`config.mk`:
```
export PLATFORM = sky130hd
export DESIGN_NAME = psl_cell
export DESIGN_NICKNAME = d
export VERILOG_FILES = /design/src/rtl/positional_shift_list_defines.svh /design/src/rtl/psl_pkg.sv /design/src/rtl/psl_cell.sv
export SDC_FILE = /design/constraint.sdc
export NUM_CORES = 1
export LEC_CHECK = 0
export BUFFER_PORTS_ARGS = -buffer_cell sky130_fd_sc_hd__buf_2
export CORE_UTILIZATION = 36
export DETAILED_ROUTE_END_ITERATION = 8
export GPL_TIMING_DRIVEN = 0
export PLACE_DENSITY = 0.89
export SYNTH_ARGS = -nofsm -noshare
export SYNTH_HDL_FRONTEND = slang
export SYNTH_SLANG_ARGS = --single-unit
```
`constraint.sdc`:
```
create_clock -name clk -period 2.65 [get_ports clk]
set_clock_uncertainty 0.15 [all_clocks]
set_input_delay 0.3975 -clock clk [delete_from_list [all_inputs] [get_ports clk]]
set_output_delay 0.3975 -clock clk [all_outputs]
set_load 0.05 [all_outputs]
```
`src/rtl/positional_shift_list_defines.svh`:
```
// Assertion macros for the positional shift list RTL.
// No dependencies; positional_shift_list.sv includes this header by name.
`ifndef POSITIONAL_SHIFT_LIST_DEFINES_SVH
`define POSITIONAL_SHIFT_LIST_DEFINES_SVH

`ifndef ASSERT_OFF

// condition holds at every clock edge out of reset
`define ASSERT_ALWAYS(label, clk, rst_n, cond) \
	label: assert property (@(posedge clk) disable iff (!(rst_n)) (cond)) \
		else $error("%m: check failed");

// consequent holds in the same cycle as the antecedent
`define ASSERT_IMPLIES(label, clk, rst_n, ante, cons) \
	label: assert property (@(posedge clk) disable iff (!(rst_n)) (ante) |-> (cons)) \
		else $error("%m: check failed");

// consequent holds in the cycle after the antecedent
`define ASSERT_NEXT(label, clk, rst_n, ante, cons) \
	label: assert property (@(posedge clk) disable iff (!(rst_n)) (ante) |=> (cons)) \
		else $error("%m: check failed");

`else

`define ASSERT_ALWAYS(label, clk, rst_n, cond)
`define ASSERT_IMPLIES(label, clk, rst_n, ante, cons)
`define ASSERT_NEXT(label, clk, rst_n, ante, cons)

`endif

`endif

```
`src/rtl/psl_pkg.sv`:
```
// Shared types and constants for the positional shift list.
// No dependencies; imported by every module of the block.
package psl_pkg;

	localparam int DATA_W       = 32;
	localparam int POS_W        = 8;
	localparam int CNT_OUT_W    = 8;
	localparam int DEF_CAPACITY = 128;

	// read tree: eight children per node
	localparam int TREE_SHIFT = 3;
	localparam int TREE_FANIN = 1 << TREE_SHIFT;

	// command codes
	localparam logic [1:0] CMD_INSERT      = 2'd0;
	localparam logic [1:0] CMD_DELETE      = 2'd1;
	localparam logic [1:0] CMD_READ        = 2'd2;
	localparam logic [1:0] CMD_REMOVE_LAST = 2'd3;

	// status codes
	localparam logic STATUS_DONE   = 1'b0;
	localparam logic STATUS_REJECT = 1'b1;

	typedef struct packed {
		logic [1:0]               cmd;
		logic [POS_W-1:0]         position;
		logic signed [DATA_W-1:0] value;
	} req_item_t;

	typedef struct packed {
		logic                     status;
		logic signed [DATA_W-1:0] read_value;
		logic [CNT_OUT_W-1:0]     element_count;
		logic                     is_empty;
	} rsp_item_t;

	// per-cycle command broadcast to every cell
	typedef struct packed {
		logic ins;
		logic del;
		logic rd;
	} cell_op_t;

endpackage

```
`src/rtl/psl_cell.sv`:
```
// One storage cell of the list row: holds one element and shifts with its neighbors.
// Depends on psl_pkg for data width and the cell command struct.
module psl_cell import psl_pkg::*; #(
	parameter int INDEX = 0,
	parameter int EXT_W = POS_W
) (
	input  logic              clk,
	input  cell_op_t          op,
	input  logic [EXT_W-1:0]  pos,
	input  logic [DATA_W-1:0] value,
	input  logic [DATA_W-1:0] lower,
	input  logic [DATA_W-1:0] upper,
	output logic [DATA_W-1:0] data,
	output logic [DATA_W-1:0] rd
);

	localparam logic [EXT_W-1:0] MY_INDEX = EXT_W'(INDEX);

	logic [DATA_W-1:0] data_q;
	logic              at_pos;
	logic              above_pos;

	assign at_pos    = (pos == MY_INDEX);
	assign above_pos = (pos < MY_INDEX);

	// insert: take the lower neighbor above the slot, load the new value at it
	// delete: take the upper neighbor at and above the slot
	always_ff @(posedge clk) begin
		if (op.ins && above_pos) begin
			data_q <= lower;
		end else if (op.ins && at_pos) begin
			data_q <= value;
		end else if (op.del && (at_pos || above_pos)) begin
			data_q <= upper;
		end
	end

	// drive the read tree only from the addressed cell
	assign rd   = (op.rd && at_pos) ? data_q : '0;
	assign data = data_q;

endmodule

```
# Yosys cells after proc, flatten, opt, wreduce, memory -nomap -nowiden
# Cells that the tools add are included.
# Widths: inputs -> output; s select.
[word_totals] input_bits=108 word_cells=13 out_inout_bits=64 regBits=32
[classes] reduce_logical=7 muxes=4 n_lt_le_gt_ge=1
[op_table] op="$mux 32" count=4
[op_table] op="$logic_not 8->1" count=1
[op_table] op="$lt 8x1->1 const B" count=1
[op_table] op="$logic_and 1x1->1" count=4
[op_table] op="$reduce_bool 3->1" count=1
[op_table] op="$logic_or 1x1->1" count=1

# Depth between registers and ports, before layout
[depth] word_depth=6 ltp_mapped=4 ltp_nobuf=3

# Worst setup path after synthesis
# OpenSTA, ideal clock, no wires.
[synth_timing] kind="input to output" start="input pos[1]" end="output rd[10]" cell_stages=4 path_slack_ps=458 t_arrival_ps=1645 n_path_buf=1 required_ps=2102 path_cell_list="nor4_2 > and3_2 > clkbuf_1 > and2_1"
[synth_between] elab_chain_len=3
[synth_lines] item="start: declaration" line="psl_cell.sv:9" rtl="input logic [EXT_W-1:0] pos,"
[synth_lines] item="$logic_not 8->1" line="psl_cell.sv:23" rtl="assign at_pos = (pos == MY_INDEX);"
[synth_lines] item="$logic_and 1x1->1" line="psl_cell.sv:39" rtl="assign rd = (op.rd && at_pos) ? data_q : '0;"
[synth_lines] item="$mux 32" line="psl_cell.sv:39"
[synth_lines] item="end: declaration" line="psl_cell.sv:14" rtl="output logic [DATA_W-1:0] rd"
# Every way passes these cells.

# Worst setup path after layout
[layout_timing] start="input pos[5]" end="output rd[2]"
# The elaborated chain is that of the path after synthesis.

==> flow_summary.json <==
{
  "core_mm2": 0.00447,
  "gr-usage-met1_pct": 20.1,
  "die_y_um": 71.4,
  "cts.sinks": 32,
  "placement_rows": 24,
  "synthXorXnorAreaFrac_pct": 0,
  "dp_hpwl_mm": 3.53,
  "finalHoldViolations": 0,
  "cp.arrival_ns": 2.01,
  "die_x_um": 71.4,
  "htreeDepth": 2,
  "max_freq_ghz": 0.391,
  "netlist.top_cell.by_area": "edfxtp_1",
  "die-area_mm2": 0.00509,
  "post_cts_resized": 0,
  "fin_area_mm2": 0.00258,
  "finalSetupViolations": 0,
  "gp_congestion": 0.825,
  "multiInputGateArea_um2": 726,
  "synth_top_area_share_pct": 55.5,
  "grt.met3_usage_pct": 4.36,
  "portBuffers": 139,
  "status": "complete, but fails checks",
  "p_per_area_mw_per_mm2": 394,
  "grt_pass1_vias": 1309,
  "power_w": 0.00102,
  "io-pin-count": 172,
  "grt_pass1_wl_mm": 6.37,
  "seq_area_frac_synth_pct": 55.5,
  "peakVddDrop_mv": 0.229,
  "yosys_register_bits": 32,
  "clk_pin_slew_worst_paths_ns": 0.07,
  "wl_mm": 4.29,
  "min_path_type": "primary input to flop",
  "post_cts_buffers": 0,
  "synth_area_leaders": "edfxtp_1 55%, mux2_4 26%, and2_1 12%",
  "grt_max_degree": 33,
  "endpoint_kind": "primary output",
  "setup_ws_ns": 0.0922,
  "drc_errors": 16,
  "syn2layout_area_growth_pct": 48.8,
  "critPathMaxFanout": 10,
  "p_leak_nw": 1.37,
  "avgSynthCellArea_um2": 16.2,
  "maxSlewHeadroom_pct": 19.0,
  "synth_area_mm2": 0.00173,
  "required_ns": 2.10,
  "crit_type": "primary input to primary output",
  "maxCapViolations": 0,
  "postRouteAntennaNets": 0,
  "syn-num-nets": 215,
  "clockRootBuffer": "clkbuf_8",
  "grt_use_total_pct": 17.0,
  "largest_reg_flops": 32,
  "vias": 1421,
  "numCtsBuffers": 5,
  "via_per_inst": 4.63,
  "finalSetupTns_ns": 0,
  "placed_cell_area_mm2": 0.00249,
  "synthCells": 107,
  "crit_path_start_kind": "primary input",
  "clockBufferDepth": 2,
  "final_util_pct": 57.6,
  "cts_hold_buf": 0,
  "busiest_layer": "met2",
  "dp_slack_ns": 0.0391,
  "cts_tree": "done",
  "initial_core_util_pct": 38.7,
  "met2_usage_pct": 29.9,
  "synth_top_family_by_area": "multiplexers",
  "antenna_found_initial": 0,
  "worst_pin_slew_ns": 1.21,
  "fin_crit_ns": 2.56,
  "synthAdderAreaFrac_pct": 0,
  "nets": 361,
  "min_period_over_period_pct": 96.5,
  "seq_area_um2": 961,
  "rsz0062_at_grt": "no",
  "fillers": 370,
  "ys_warn_count": 0,
  "violations": "design-rule violations",
  "drive_gt1_share_pct": 72.8,
  "finalMaxSlewViolations": 0,
  "routedWlPerCell_um": 14.0,
  "synthMuxAreaShare_pct": 27.3,
  "yosys.area_share.simple_pct": 14.0,
  "dr.pass1.iters": 5,
  "synth_compound_area_share_pct": 0.578,
  "ys_types": 10,
  "overflow": 0,
  "drt_iter0_drc": 62
}
==> cells by family after synthesis <==
group | count (synthesis)
and+or+nand+nor | 36
AOI/OAI and AO/OA | 1
buffers and inverters | 6
DFF | 32
muxes | 32
==> through the flow <==
stage               hold WS [ns]  instances
floorplan                  0.465        107
global placement           0.547        298
detailed placement         0.551        298
CTS                        0.256        306
global route               0.249        306
finish                     0.264        307
==> per-layer routing <==
| metal | vias up | share of wire, % |
|---|---|---|
| met2 | 88 | 52 |
| met5 | - | 0 |
| li1 | 681 | - |
| met4 | 0 | 0.70 |
| met3 | 4 | 9.4 |
| met1 | 648 | 38 |
==> worst paths after layout <==
kind	slack (ns)	cells after the start	to	startpoint
max	0.09	6	rd[2]	pos[5]
min	0.26	2	data[1]$_DFFE_PP_	upper[1]
==> report_power, final <==
group | switching (W) | internal [W] | total [W]
clock | 0.000174 | 0.000178 | 0.000352
combinational | 0.0000331 | 0.0000727 | 0.000106
sequential | 0.000000660 | 0.000558 | 0.000559
total | 0.000208 | 0.000809 | 0.00102
==> synthesized netlist by cell type (all sizes together) <==
library cell and number:
and3 1, buf 3, nor4 2, o211a 1, mux2 32, clkbuf 3, nand3 1, and2 32
edfxtp 32
==> final cells by class <==
cell class	instances	area share [%]
sequential	32	37.3
antenna	1	0.0971
timing repair buffer	139	27.0
buffer	6	1.75
multi-input combinational	69	28.2
tap	52	2.52
clock buffer	5	2.67
clock inverter	3	0.534
==> layout by cell type, fill, tap and decap left out <==
cell type | synthesis | layout
and2_1 | 32 | 32
and3_2 | 1 | 1
buf_2 | 0 | 139
buf_6 | 3 | 3
clkbuf_1 | 3 | 3
clkbuf_8 | 0 | 5
clkinv_1 | 0 | 1
clkinv_2 | 0 | 2
diode_2 | 0 | 1
edfxtp_1 | 32 | 32
mux2_2 | 2 | 2
mux2_4 | 30 | 30
nand3_2 | 1 | 1
nor4_2 | 2 | 2
o211a_1 | 1 | 1
==> worst max-delay path: stages <==
cell and delay [ns]:
buf_2 0.11, nor4_2 0.43, and3_2 0.32, clkbuf_1 0.30, and2_1 0.19, buf_2 0.26
No activity file was read; power rests on OpenSTA's default activity.
